==> src/design/chps_pkg.sv <==
// ----------------------------------------------------------------------------
// chps_pkg
// Shared types and character codes for the cookie header pair splitter.
// ----------------------------------------------------------------------------
`default_nettype none

package chps_pkg;

	localparam int OFS_W = 12;

	localparam logic [7:0] CH_EQUAL = 8'h3D;  // '='
	localparam logic [7:0] CH_SEMI  = 8'h3B;  // ';'
	localparam logic [7:0] CH_QUOTE = 8'h22;  // '"'
	localparam logic [7:0] CH_COLON = 8'h3A;  // ':'
	localparam logic [7:0] CH_SPACE = 8'h20;  // ' '

	localparam logic [OFS_W-1:0] MAX_PAIR_LEN_RST = 12'd4095;

	typedef enum logic [2:0] {
		PH_SKIP  = 3'b001,
		PH_KEY   = 3'b010,
		PH_VALUE = 3'b100
	} phase_t;

	typedef struct packed {
		logic [7:0] ch;
		logic       end_of_header;
	} item_t;

	typedef struct packed {
		logic             pair_valid;
		logic [OFS_W-1:0] key_start;
		logic [OFS_W-1:0] key_length;
		logic [OFS_W-1:0] value_start;
		logic [OFS_W-1:0] value_length;
		logic             header_end;
	} result_t;

endpackage

`default_nettype wire

==> src/design/cookie_header_pair_splitter.sv <==
// ----------------------------------------------------------------------------
// cookie_header_pair_splitter
// Splits a Cookie header, one byte per word, into key/value offset records.
// ----------------------------------------------------------------------------
// Takes one header byte per cycle, then a terminator word, and emits one
// record per accepted key/value pair (offsets and lengths, 12 bits each); the
// terminator's record has header_end set and also carries any pair it closes.
// An input register feeds the parse logic, which loads the output register.
// Sustained rate is one word per cycle while out_ready
// is high; a word that yields no record still advances only when the output
// register is free or being drained in the same cycle. max_pair_length may be
// written only while the block is idle.
`default_nettype none

module cookie_header_pair_splitter
	import chps_pkg::*;
#(
	parameter int MAX_HEADER_LEN = 4096
) (
	input  wire logic             clk,
	input  wire logic             arst_n,
	input  wire logic             cfg_wr_en,
	input  wire logic [OFS_W-1:0] cfg_wr_data,
	input  wire logic             in_valid,
	output logic                  in_ready,
	input  wire logic [7:0]       ch,
	input  wire logic             end_of_header,
	output logic                  out_valid,
	input  wire logic             out_ready,
	output logic                  pair_valid,
	output logic [OFS_W-1:0]      key_start,
	output logic [OFS_W-1:0]      key_length,
	output logic [OFS_W-1:0]      value_start,
	output logic [OFS_W-1:0]      value_length,
	output logic                  header_end
);

	logic [OFS_W-1:0] max_len_q;
	logic             item_v;
	item_t            item;
	logic             out_free;
	logic             fire;
	logic             res_v;
	result_t          res;
	logic             out_valid_s2;
	result_t          res_s2;

	always_ff @(posedge clk or negedge arst_n) begin
		if (!arst_n) begin
			max_len_q <= MAX_PAIR_LEN_RST;
		end else if (cfg_wr_en) begin
			max_len_q <= cfg_wr_data;
		end
	end

	assign out_free = !out_valid_s2 || out_ready;
	assign fire     = item_v && out_free;

	chps_in_stage u_in (
		.clk           (clk),
		.arst_n        (arst_n),
		.in_valid      (in_valid),
		.in_ready      (in_ready),
		.ch            (ch),
		.end_of_header (end_of_header),
		.advance       (out_free),
		.item_v        (item_v),
		.item          (item)
	);

	chps_parser #(
		.MAX_HEADER_LEN (MAX_HEADER_LEN)
	) u_parser (
		.clk             (clk),
		.arst_n          (arst_n),
		.fire            (fire),
		.item            (item),
		.max_pair_length (max_len_q),
		.res_v           (res_v),
		.res             (res)
	);

	always_ff @(posedge clk or negedge arst_n) begin
		if (!arst_n) begin
			out_valid_s2 <= 1'b0;
		end else if (out_free) begin
			out_valid_s2 <= fire && res_v;
		end
	end

	always_ff @(posedge clk) begin
		if (fire && res_v) begin
			res_s2 <= res;
		end
	end

	assign out_valid    = out_valid_s2;
	assign pair_valid   = res_s2.pair_valid;
	assign key_start    = res_s2.key_start;
	assign key_length   = res_s2.key_length;
	assign value_start  = res_s2.value_start;
	assign value_length = res_s2.value_length;
	assign header_end   = res_s2.header_end;

endmodule

`default_nettype wire

==> src/design/chps_in_stage.sv <==
// ----------------------------------------------------------------------------
// chps_in_stage
// Input register: holds one header word until the parser takes it.
// ----------------------------------------------------------------------------
`default_nettype none

module chps_in_stage
	import chps_pkg::*;
(
	input  wire logic       clk,
	input  wire logic       arst_n,
	input  wire logic       in_valid,
	output logic            in_ready,
	input  wire logic [7:0] ch,
	input  wire logic       end_of_header,
	input  wire logic       advance,
	output logic            item_v,
	output item_t           item
);

	logic  item_v_s1;
	item_t item_s1;

	// take a new word when empty or whenever the held one leaves in this cycle
	assign in_ready = !item_v_s1 || advance;

	always_ff @(posedge clk or negedge arst_n) begin
		if (!arst_n) begin
			item_v_s1 <= 1'b0;
		end else if (in_ready) begin
			item_v_s1 <= in_valid;
		end
	end

	always_ff @(posedge clk) begin
		if (in_ready && in_valid) begin
			item_s1.ch            <= ch;
			item_s1.end_of_header <= end_of_header;
		end
	end

	assign item_v = item_v_s1;
	assign item   = item_s1;

endmodule

`default_nettype wire

==> src/design/chps_parser.sv <==
// ----------------------------------------------------------------------------
// chps_parser
// Per-byte cookie parse state and pair finishing logic.
// ----------------------------------------------------------------------------
`default_nettype none

module chps_parser
	import chps_pkg::*;
#(
	parameter int MAX_HEADER_LEN = 4096
) (
	input  wire logic             clk,
	input  wire logic             arst_n,
	input  wire logic             fire,
	input  wire item_t            item,
	input  wire logic [OFS_W-1:0] max_pair_length,
	output logic                  res_v,
	output result_t               res
);

	localparam int POS_W = $clog2(MAX_HEADER_LEN + 1);
	localparam logic [POS_W-1:0] POS_LIMIT = POS_W'(MAX_HEADER_LEN);

	phase_t           phase_q, phase_d;
	logic             in_quotes_q, in_quotes_d;
	logic [POS_W-1:0] byte_pos_q, byte_pos_d;
	logic [OFS_W-1:0] key_start_q, key_start_d;
	logic [POS_W-1:0] trim_key_len_q, trim_key_len_d;
	logic [POS_W-1:0] raw_key_len_q, raw_key_len_d;
	logic [OFS_W-1:0] val_start_q, val_start_d;
	logic [POS_W-1:0] raw_val_len_q, raw_val_len_d;
	logic             val_open_quote_q, val_open_quote_d;
	logic             last_quote_q, last_quote_d;

	logic             fin_ok;
	logic [OFS_W-1:0] fin_vs;
	logic [POS_W-1:0] fin_vl;
	logic [POS_W:0]   fin_sum;
	logic [OFS_W-1:0] pos12;
	logic             is_quote;

	// finish of the open pair, evaluated from current state
	always_comb begin
		fin_vs = val_start_q;
		fin_vl = '0;
		fin_ok = 1'b0;
		case (phase_q)
			PH_KEY: begin
				fin_vs = key_start_q + raw_key_len_q[OFS_W-1:0] + OFS_W'(1);
				fin_ok = 1'b1;
			end
			PH_VALUE: begin
				fin_vl = raw_val_len_q;
				fin_ok = 1'b1;
				// strip one pair of enclosing quotes; lone quote gives empty value
				if (raw_val_len_q != '0 && val_open_quote_q && last_quote_q) begin
					fin_vs = val_start_q + OFS_W'(1);
					fin_vl = (raw_val_len_q >= POS_W'(2)) ? raw_val_len_q - POS_W'(2) : '0;
				end
			end
			default: fin_ok = 1'b0;
		endcase
		fin_sum = {1'b0, trim_key_len_q} + {1'b0, fin_vl};
		if (trim_key_len_q == '0 || fin_sum > (POS_W+1)'(max_pair_length)) begin
			fin_ok = 1'b0;
		end
	end

	assign pos12    = byte_pos_q[OFS_W-1:0];
	assign is_quote = (item.ch == CH_QUOTE);

	always_comb begin
		phase_d          = phase_q;
		in_quotes_d      = in_quotes_q;
		byte_pos_d       = byte_pos_q;
		key_start_d      = key_start_q;
		trim_key_len_d   = trim_key_len_q;
		raw_key_len_d    = raw_key_len_q;
		val_start_d      = val_start_q;
		raw_val_len_d    = raw_val_len_q;
		val_open_quote_d = val_open_quote_q;
		last_quote_d     = last_quote_q;

		res_v            = 1'b0;
		res.pair_valid   = fin_ok;
		res.key_start    = fin_ok ? key_start_q : '0;
		res.key_length   = fin_ok ? trim_key_len_q[OFS_W-1:0] : '0;
		res.value_start  = fin_ok ? fin_vs : '0;
		res.value_length = fin_ok ? fin_vl[OFS_W-1:0] : '0;
		res.header_end   = item.end_of_header;

		if (item.end_of_header) begin
			res_v            = 1'b1;
			phase_d          = PH_SKIP;
			in_quotes_d      = 1'b0;
			byte_pos_d       = '0;
			key_start_d      = '0;
			trim_key_len_d   = '0;
			raw_key_len_d    = '0;
			val_start_d      = '0;
			raw_val_len_d    = '0;
			val_open_quote_d = 1'b0;
			last_quote_d     = 1'b0;
		end else if (byte_pos_q < POS_LIMIT) begin
			byte_pos_d = byte_pos_q + POS_W'(1);
			case (phase_q)
				PH_KEY: begin
					if (item.ch == CH_SEMI) begin
						res_v   = fin_ok;
						phase_d = PH_SKIP;
					end else if (item.ch == CH_EQUAL) begin
						phase_d          = PH_VALUE;
						val_start_d      = pos12 + OFS_W'(1);
						raw_val_len_d    = '0;
						in_quotes_d      = 1'b0;
						val_open_quote_d = 1'b0;
						last_quote_d     = 1'b0;
					end else begin
						raw_key_len_d = raw_key_len_q + POS_W'(1);
						if (item.ch != CH_SPACE) begin
							trim_key_len_d = raw_key_len_q + POS_W'(1);
						end
					end
				end
				PH_VALUE: begin
					if (item.ch == CH_SEMI && !in_quotes_q) begin
						res_v   = fin_ok;
						phase_d = PH_SKIP;
					end else begin
						if (raw_val_len_q == '0) begin
							val_open_quote_d = is_quote;
						end
						last_quote_d  = is_quote;
						in_quotes_d   = in_quotes_q ^ is_quote;
						raw_val_len_d = raw_val_len_q + POS_W'(1);
					end
				end
				default: begin
					if (item.ch != CH_SPACE && item.ch != CH_SEMI && item.ch != CH_COLON) begin
						key_start_d = pos12;
						if (item.ch == CH_EQUAL) begin
							// empty key: parse the value, drop it at the end
							raw_key_len_d    = '0;
							trim_key_len_d   = '0;
							phase_d          = PH_VALUE;
							val_start_d      = pos12 + OFS_W'(1);
							raw_val_len_d    = '0;
							in_quotes_d      = 1'b0;
							val_open_quote_d = 1'b0;
							last_quote_d     = 1'b0;
						end else begin
							raw_key_len_d  = POS_W'(1);
							trim_key_len_d = POS_W'(1);
							phase_d        = PH_KEY;
						end
					end
				end
			endcase
		end
	end

	always_ff @(posedge clk or negedge arst_n) begin
		if (!arst_n) begin
			phase_q          <= PH_SKIP;
			in_quotes_q      <= 1'b0;
			byte_pos_q       <= '0;
			key_start_q      <= '0;
			trim_key_len_q   <= '0;
			raw_key_len_q    <= '0;
			val_start_q      <= '0;
			raw_val_len_q    <= '0;
			val_open_quote_q <= 1'b0;
			last_quote_q     <= 1'b0;
		end else if (fire) begin
			phase_q          <= phase_d;
			in_quotes_q      <= in_quotes_d;
			byte_pos_q       <= byte_pos_d;
			key_start_q      <= key_start_d;
			trim_key_len_q   <= trim_key_len_d;
			raw_key_len_q    <= raw_key_len_d;
			val_start_q      <= val_start_d;
			raw_val_len_q    <= raw_val_len_d;
			val_open_quote_q <= val_open_quote_d;
			last_quote_q     <= last_quote_d;
		end
	end

endmodule

`default_nettype wire

==> config.mk <==
export PLATFORM = sky130hd
export DESIGN_NAME = cookie_header_pair_splitter
export DESIGN_NICKNAME = d
export VERILOG_FILES = /design/src/design/chps_pkg.sv /design/src/design/cookie_header_pair_splitter.sv /design/src/design/chps_in_stage.sv /design/src/design/chps_parser.sv
export SDC_FILE = /design/constraint.sdc
export NUM_CORES = 1
export LEC_CHECK = 0
export BUFFER_PORTS_ARGS = -buffer_cell sky130_fd_sc_hd__buf_2
export CAP_MARGIN = 20
export CORE_MARGIN = 3
export CORE_UTILIZATION = 37
export CTS_CLUSTER_SIZE = 20
export DETAILED_ROUTE_END_ITERATION = 6
export GPL_TIMING_DRIVEN = 0
export MAX_ROUTING_LAYER = met4
export SLEW_MARGIN = 20
export SYNTH_ARGS = -nofsm -noshare
export SYNTH_HDL_FRONTEND = slang
export SYNTH_HIERARCHICAL = 1
export SYNTH_SLANG_ARGS = --single-unit
==> constraint.sdc <==
create_clock -name clk -period 7.12 [get_ports clk]
set_clock_uncertainty 0.2 [all_clocks]
set_input_delay 0.712 -clock clk [delete_from_list [all_inputs] [get_ports clk]]
set_output_delay 0.712 -clock clk [all_outputs]
set_load 0.1 [all_outputs]
==> flow_metrics.py, run 1 <==
metrics = {
    "run_status": {
        "status": "complete, no violations",
    },
    "floorplan": {
        "core.rowCount": 56,
        "start_util": 0.3796,
        "dieHeight_um": 161.9,
        "io_pins": 78,
        "die_width_um": 161.9,
        "dieArea_mm2": 0.02620,
        "core_area_mm2": 0.02368,
    },
    "setup_path": {
        "worstPathArrival_ns": 6.66,
        "endpoint_kind": "flip-flop",
        "critical_path_buf_inv_count": 5,
        "crit_fanout": 25,
        "ff2ff_path_depth": 27,
        "cp.depth": 27,
        "r2r_slack_ns": 0.39,
        "path_class": "reg2reg",
        "crit_start": "u_parser/raw_val_len_q[1]",
        "r2r-start": "u_parser/raw_val_len_q[1]",
        "required_ns": 7.05,
        "critPathMaxStageDelay_ns": 0.49,
        "cp-start-kind": "flip-flop",
        "crit_path_top_delay_cell": "dfrtp_1",
        "critical_path.top_delay_family": "compound AO/OA/AOI/OAI gates",
    },
    "yosys": {
        "synthMuxAreaShare": 0.04356,
        "synth_area_mm2": 0.008990,
        "synth_compound_area_frac": 0.1226,
        "synth_top_area_frac": 0.2310,
        "yosys-top-cells-area": "dfrtp_1, edfxtp_1, ha_1, dfstp_2, xnor2_1",
        "netlist_instances": 885,
        "yosysTopAreaCell": "dfrtp_1",
        "synthAdderAreaFrac": 0.06569,
        "synthMostInstantiatedCell": "nor2_1",
        "syn-num-nets": 957,
        "synth_top_family_by_area": "simple AND/OR/NAND/NOR gates",
        "synthDistinctLibCells": 77,
        "synthFlopType": "dfrtp_1",
        "synth_xor_area_frac": 0.06722,
        "synth_async_sr_flop_share": 0.6194,
        "synth_common_cells": "nor2_1, dfrtp_1, nand2_1",
        "yosysSeqAreaShare": 0.4661,
        "yosys_warnings": 6,
        "ys_ff_latch": 155,
        "synth_area_per_cell_um2": 10.16,
        "synthSimpleGateAreaFrac": 0.1864,
        "synth_edf_count": 59,
    },
    "timing": {
        "fmax_mhz": 148.6,
        "finalMaxSlewViolations": 0,
        "hold_ws_ns": 0.2504,
        "post-route-period-util": 0.9451,
        "setup_viol": 0,
        "final_hold_viol_count": 0,
        "worst_pin_slew_ns": 1.017,
        "slew_headroom": 0.3046,
        "min_period_ns": 6.729,
        "rsz0062_at_grt": "no",
    },
    "power": {
        "clkPwrFrac": 0.349,
        "vdd_drop_max_uv": 145.0,
        "power.total_mw": 2.675,
        "p_sw_frac": 0.3461,
        "p_leak_nw": 4.512,
        "internal_power_mw": 1.749,
        "combPwrFrac": 0.238,
        "powerDensity_mw_per_mm2": 253.5,
        "p_seq_frac": 0.413,
        "power.switching_mw": 0.9259,
    },
    "drt": {
        "drtIter0Drc": 583,
        "via_per_inst": 5.205,
        "routed-via-count": 6860,
        "drtPass1Iterations": 5,
        "drtAntennaViolNets": 0,
        "drc": 0,
        "wirelength_um": 22480,
        "wl_per_cell_um": 17.05,
    },
    "global_routing": {
        "overflow": 0,
        "grt_pass1_vias": 6654,
        "antenna_found_initial": 0,
        "grt_max_degree": 72,
        "grt_pass1_wl_um": 35370,
        "grt.total_usage": 0.1776,
    },
    "flow_run": {
        "drv_cap": 0,
    },
    "layout": {
        "drive_gt1_frac": 0.1962,
        "antenna_cells": 0,
        "final_cell_count_no_fill": 1318,
        "num-nets-final": 1058,
        "fillers": 2316,
        "area_growth_pct": 17.38,
    },
    "placed_design": {
        "placedCellCount": 1284,
        "port_buffers": 77,
        "gp_congestion": 0.9277,
        "dp_hpwl_um": 16620,
    },
    "cts": {
        "clock_latency_ns": 0.43,
        "cts_buffers": 17,
        "path_clk_slew_ns": 0.07,
        "cts_tree": "done",
        "htree_levels": 4,
        "clk_path_buf_depth": 2,
        "cts.sinks": 155,
        "clockRootBuffer": "clkbuf_16",
    },
    "min_path": {
        "worstHoldPathType": "in2reg",
        "hold-path-cell-count": 1,
        "hold_path_startpoint": "ch[7]",
    },
}
-- cell type report --
cell class,instances,area (um2),share of cell area
clock inverters,15,182.7,0.01731
well taps,319,399.1,0.03782
repair buffers,82,484.2,0.04589
multi-input cells,648,4434,0.4202
flip-flops and latches,155,4190,0.3971
inverters,37,138.9,0.01316
plain buffers,45,297.8,0.02822
clock buffers,17,425.4,0.04031
-- what timing repair did --
action	in CTS	in global routing
endpoints found under the setup margin	38	50
hold buffers	1	0
hold endpoints to repair	19	0
buffers inserted	1	0
gates resized for setup	1	8
-- sequential cells by signal, indices dropped and copies added, names as in the netlist, 12 cells and up --
| name | cells |
|---|---|
| u_parser/byte_pos_q | 13 |
| u_parser/val_start_q | 12 |
| max_len_q | 12 |
| u_parser/raw_key_len_q | 13 |
| key_length | 12 |
| value_length | 12 |
| u_parser/key_start_q | 12 |
| u_parser/raw_val_len_q | 13 |
| value_start | 12 |
| u_parser/trim_key_len_q | 13 |
| key_start | 12 |
-- worst paths after layout --
path                                               to
max                                     key_length[1]
min                                      u_in/item[8]
max reg2reg                             key_length[1]
min reg2reg                u_parser/raw_key_len_q[12]
max in group asynchronous      u_parser/byte_pos_q[7]
min in group asynchronous  u_parser/trim_key_len_q[5]
-- metrics by stage --
step,utilization,setup TNS (ns),cell area [um2],setup WS (ns)
2_1_floorplan,-,0,8992,0.3643
3_3_place_gp,0.4128,-83.31,9777,-1.673
3_5_place_dp,0.4165,-7.865,9863,-0.2856
4_1_cts,0.4432,0,10500,0.1624
5_1_grt,0.4456,0,10550,0.007563
6_report,0.4456,0,10550,0.3911
-- cell families after synthesis --
logic type      Yosys count
compound gates          167
xor+xnor                 69
fa+ha+maj                46
buf+inv                  82
flops                   155
mux                      32
simple gates            334
-- power by group through the flow --
| stage | clock network [mW] | logic (mW) | registers, mW |
|---|---|---|---|
| 2_1_floorplan | 0 | 0.332 | 1.24 |
| 3_3_place_gp | 0 | 0.617 | 1.12 |
| 3_5_place_dp | 0 | 0.630 | 1.12 |
| 4_1_cts | 0.962 | 0.635 | 1.10 |
| 5_1_grt | 1.00 | 0.687 | 1.12 |
| 6_report | 0.934 | 0.636 | 1.10 |
-- layer usage --
metal  part of all wire  GRT usage  wire length (um)
met1               0.46     0.2335             10380
met5                  0          -                 0
met3              0.052    0.03315              1163
met2               0.46     0.2761             10420
met4              0.023    0.06398               516
-- layout by cell type (no fill, tap or decap), drive strengths merged, types with 22 or more instances in the layout --
cell and count:
buf 90, nor2 87, dfrtp 83, nand2 73, edfxtp 59, clkbuf 50, a21oi 45, ha 44
inv 44, o21ai 39, xnor2 38, nor3 33, xor2 31, nand3 29, and2 29, mux2 27
o31ai 22
Power figures use the tool's default switching activity.
==> run 2, diff against run 1 <==
--- a/config.mk
+++ b/config.mk
@@ -16,5 +16,4 @@
 export SLEW_MARGIN = 20
 export SYNTH_ARGS = -nofsm -noshare
 export SYNTH_HDL_FRONTEND = slang
-export SYNTH_HIERARCHICAL = 1
 export SYNTH_SLANG_ARGS = --single-unit
==> flow_metrics.py, run 2 <==
metrics = {
    "layout": {
        "final_cell_count_no_fill": 1324,
        "num-nets-final": 1064,
        "area_growth_pct": 16.54,
        "fillers": 2291,
        "antenna_cells": 0,
        "mostFrequentLayoutCells": "buf_2, dfrtp_1, nor2_1",
        "final_common_cell": "buf_2",
        "multiInputGateArea_mm2": 0.004467,
        "drive_gt1_frac": 0.1761,
        "regArea_mm2": 0.004192,
    },
    "power": {
        "vdd_drop_max_uv": 171.4,
        "p_leak_nw": 4.319,
        "powerDensity_mw_per_mm2": 244.4,
    },
    "global_routing": {
        "antenna_found_initial": 0,
        "grt_max_degree": 50,
        "overflow": 0,
        "grt_pass1_wl_um": 34960,
        "grt_pass1_vias": 6483,
        "grt.total_usage": 0.1746,
    },
    "yosys": {
        "synth_top_area_frac": 0.2327,
        "synth_edf_count": 59,
        "yosysSeqAreaShare": 0.4695,
        "synth_area_mm2": 0.008925,
        "yosysTopAreaCell": "dfrtp_1",
        "synthDistinctLibCells": 66,
        "synthFlopType": "dfrtp_1",
        "synth_async_sr_flop_share": 0.6194,
        "synth_area_per_cell_um2": 10.03,
        "synth_common_cells": "dfrtp_1, nor2_1, nand2_1",
        "syn-num-nets": 962,
        "synthMostInstantiatedCell": "dfrtp_1",
        "ys_ff_latch": 155,
        "netlist_instances": 890,
        "yosys-top-cells-area": "dfrtp_1, edfxtp_1, ha_1, xnor2_1, dfstp_2",
        "yosys_warnings": 0,
    },
    "timing": {
        "final_hold_viol_count": 0,
        "post-route-period-util": 0.9377,
        "worst_pin_slew_ns": 1.791,
        "rsz0062_at_grt": "no",
        "fmax_mhz": 149.8,
        "setup_viol": 0,
        "finalWorstSetupSlack_ns": 0.4433,
        "finalMaxSlewViolations": 7,
        "min_period_ns": 6.677,
        "slew_headroom": -0.2010,
        "tns_ns": 0,
    },
    "floorplan": {
        "start_util": 0.3780,
        "core_area_mm2": 0.02361,
        "dieArea_mm2": 0.02602,
        "core.rowCount": 56,
        "die_width_um": 161.3,
        "dieHeight_um": 161.3,
        "io_pins": 78,
    },
    "setup_path": {
        "r2r_slack_ns": 0.44,
        "ff2ff_path_depth": 24,
        "crit_start": "u_parser.raw_val_len_q[1]",
        "cp-start-kind": "flip-flop",
        "path_class": "reg2reg",
        "cp_cell_sequence": "inv_1 -> ha_1 -> nor2b_1 -> a41oi_2 -> nand4_1 -> o21ai_4 -> clkbuf_2 -> nor2_1 -> ha_1 -> fa_1 -> a211oi_1 -> nor2_1 -> o211ai_1 -> nor2b_1 -> xnor2_1 -> ha_1 -> o21ai_0 -> o21ai_0 -> a211oi_1 -> a211oi_1 -> or4_1 -> nand2_1 -> buf_4 -> a22o_4",
        "cp.depth": 24,
        "worstPathArrival_ns": 6.58,
        "crit_fanout": 14,
        "critical_path.top_delay_family": "compound AO/OA/AOI/OAI gates",
        "r2r-start": "u_parser.raw_val_len_q[1]",
        "endpoint_kind": "flip-flop",
        "required_ns": 7.02,
        "critical_path_buf_inv_count": 3,
        "r2r_end": "value_start[11]",
        "cp-endpoint": "value_start[11]",
        "critPathMaxStageDelay_ns": 0.60,
        "crit_path_top_delay_cell": "or4_1",
    },
    "drt": {
        "wl_per_cell_um": 16.82,
        "routed-via-count": 6869,
        "drtIter0Drc": 437,
        "drtPass1Iterations": 5,
        "wirelength_um": 22270,
        "drc": 0,
        "drtAntennaViolNets": 0,
        "via_per_inst": 5.188,
    },
    "cts": {
        "cts_tree": "done",
        "clk_path_buf_depth": 2,
        "postCtsHoldBufs": 0,
        "htree_levels": 4,
        "clock_latency_ns": 0.43,
        "clockRootBuffer": "clkbuf_16",
        "cts.sinks": 155,
        "path_clk_slew_ns": 0.06,
        "cts_buffers": 17,
    },
    "run_status": {
        "violations": "max-capacitance violations, max-slew violations",
        "status": "complete, but fails checks",
    },
    "placed_design": {
        "dp_hpwl_um": 15980,
        "gp_congestion": 0.8603,
        "placedCellCount": 1287,
        "place_ws_ns": -0.3682,
        "port_buffers": 77,
    },
    "flow_run": {
        "drv_cap": 1,
    },
    "min_path": {
        "worstHoldPathType": "in2async",
    },
}
==> run 2: changes by cell type after synthesis, moves of 5 or more <==
cell | previous run | this run
o21ai_0 | 36 | 57
a22o_1 | 1 | 16
nor3_1 | 33 | 19
and2_1 | 28 | 40
nor2_1 | 86 | 77
mux2_2 | 17 | 9
xor2_1 | 31 | 23
clkbuf_1 | 28 | 35
or3_1 | 2 | 9
a221oi_1 | 6 | 0
inv_1 | 36 | 30
a22oi_1 | 2 | 7
buf_2 | 5 | 10
==> run 2: area by class of cell <==
cell class	instances	share of cell area
clock inverter	12	0.01215
timing repair buffer	79	0.04102
buffer	50	0.02286
clock buffer	20	0.04198
multi-input combinational	658	0.4294
sequential	155	0.4030
inverter	31	0.01119
tap	319	0.03837
==> run 2: worst min-delay path by stage <==
stage | to | slack (ns) | startpoint | cells past startpoint
2_1_floorplan | out_valid | 0.22 | arst_n | 0
3_3_place_gp | u_parser.last_quote_q | 0.27 | u_parser.last_quote_q | 2
3_5_place_dp | u_parser.last_quote_q | 0.29 | u_parser.last_quote_q | 2
4_1_cts | u_parser.raw_val_len_q[4] | 0.04 | arst_n | 1
5_1_grt | u_parser.raw_val_len_q[4] | 0.05 | arst_n | 1
6_report | u_parser.raw_val_len_q[3] | 0.02 | arst_n | 1
==> run 2: power by group <==
| part | internal, mW | switching [mW] | total [mW] |
|---|---|---|---|
| Combinational | 0.174 | 0.434 | 0.608 |
| Clock | 0.513 | 0.365 | 0.879 |
| Sequential | 1.00 | 0.0543 | 1.06 |
==> run 2: stage by stage <==
step | power (mW) | utilization | hold WS (ns) | area (um2)
final | 2.542 | 0.4405 | 0.02093 | 10400
after global routing | 2.654 | 0.4405 | 0.04515 | 10400
after CTS | 2.544 | 0.4381 | 0.04204 | 10340
after detailed placement | 1.659 | 0.4130 | 0.2924 | 9752
after global placement | 1.649 | 0.4112 | 0.2666 | 9709
after floorplan | 1.492 | - | 0.2164 | 8925
==> run 2: timing repair <==
| item | 4_1_cts | 5_1_grt |
|---|---|---|
| setup buffers | 0 | 1 |
| setup endpoints to repair | 50 | 88 |
| gates resized for setup | 3 | 8 |
| cloned | 1 | 3 |
| pin swaps | 0 | 2 |
==> run 2: logic make-up (layout without fill, tap and decap cells) <==
group           Yosys count  after routing  share of synthesized area
simple gates            328            328                     0.1884
compound gates          192            196                     0.1401
flops                   155            155                     0.4695
buf+inv                  81            192                    0.03925
xor+xnor                 64             64                    0.06281
fa+ha+maj                46             46                    0.06617
mux                      24             24                    0.03379
==> run 2: per-layer routing <==
metal | vias up | GRT usage | wire length [um]
li1 | 3408 | - | -
met1 | 3278 | 0.2406 | 10260
met2 | 166 | 0.2717 | 10700
met3 | 17 | 0.02796 | 1067
met4 | 0 | 0.04263 | 230
met5 | - | - | 0
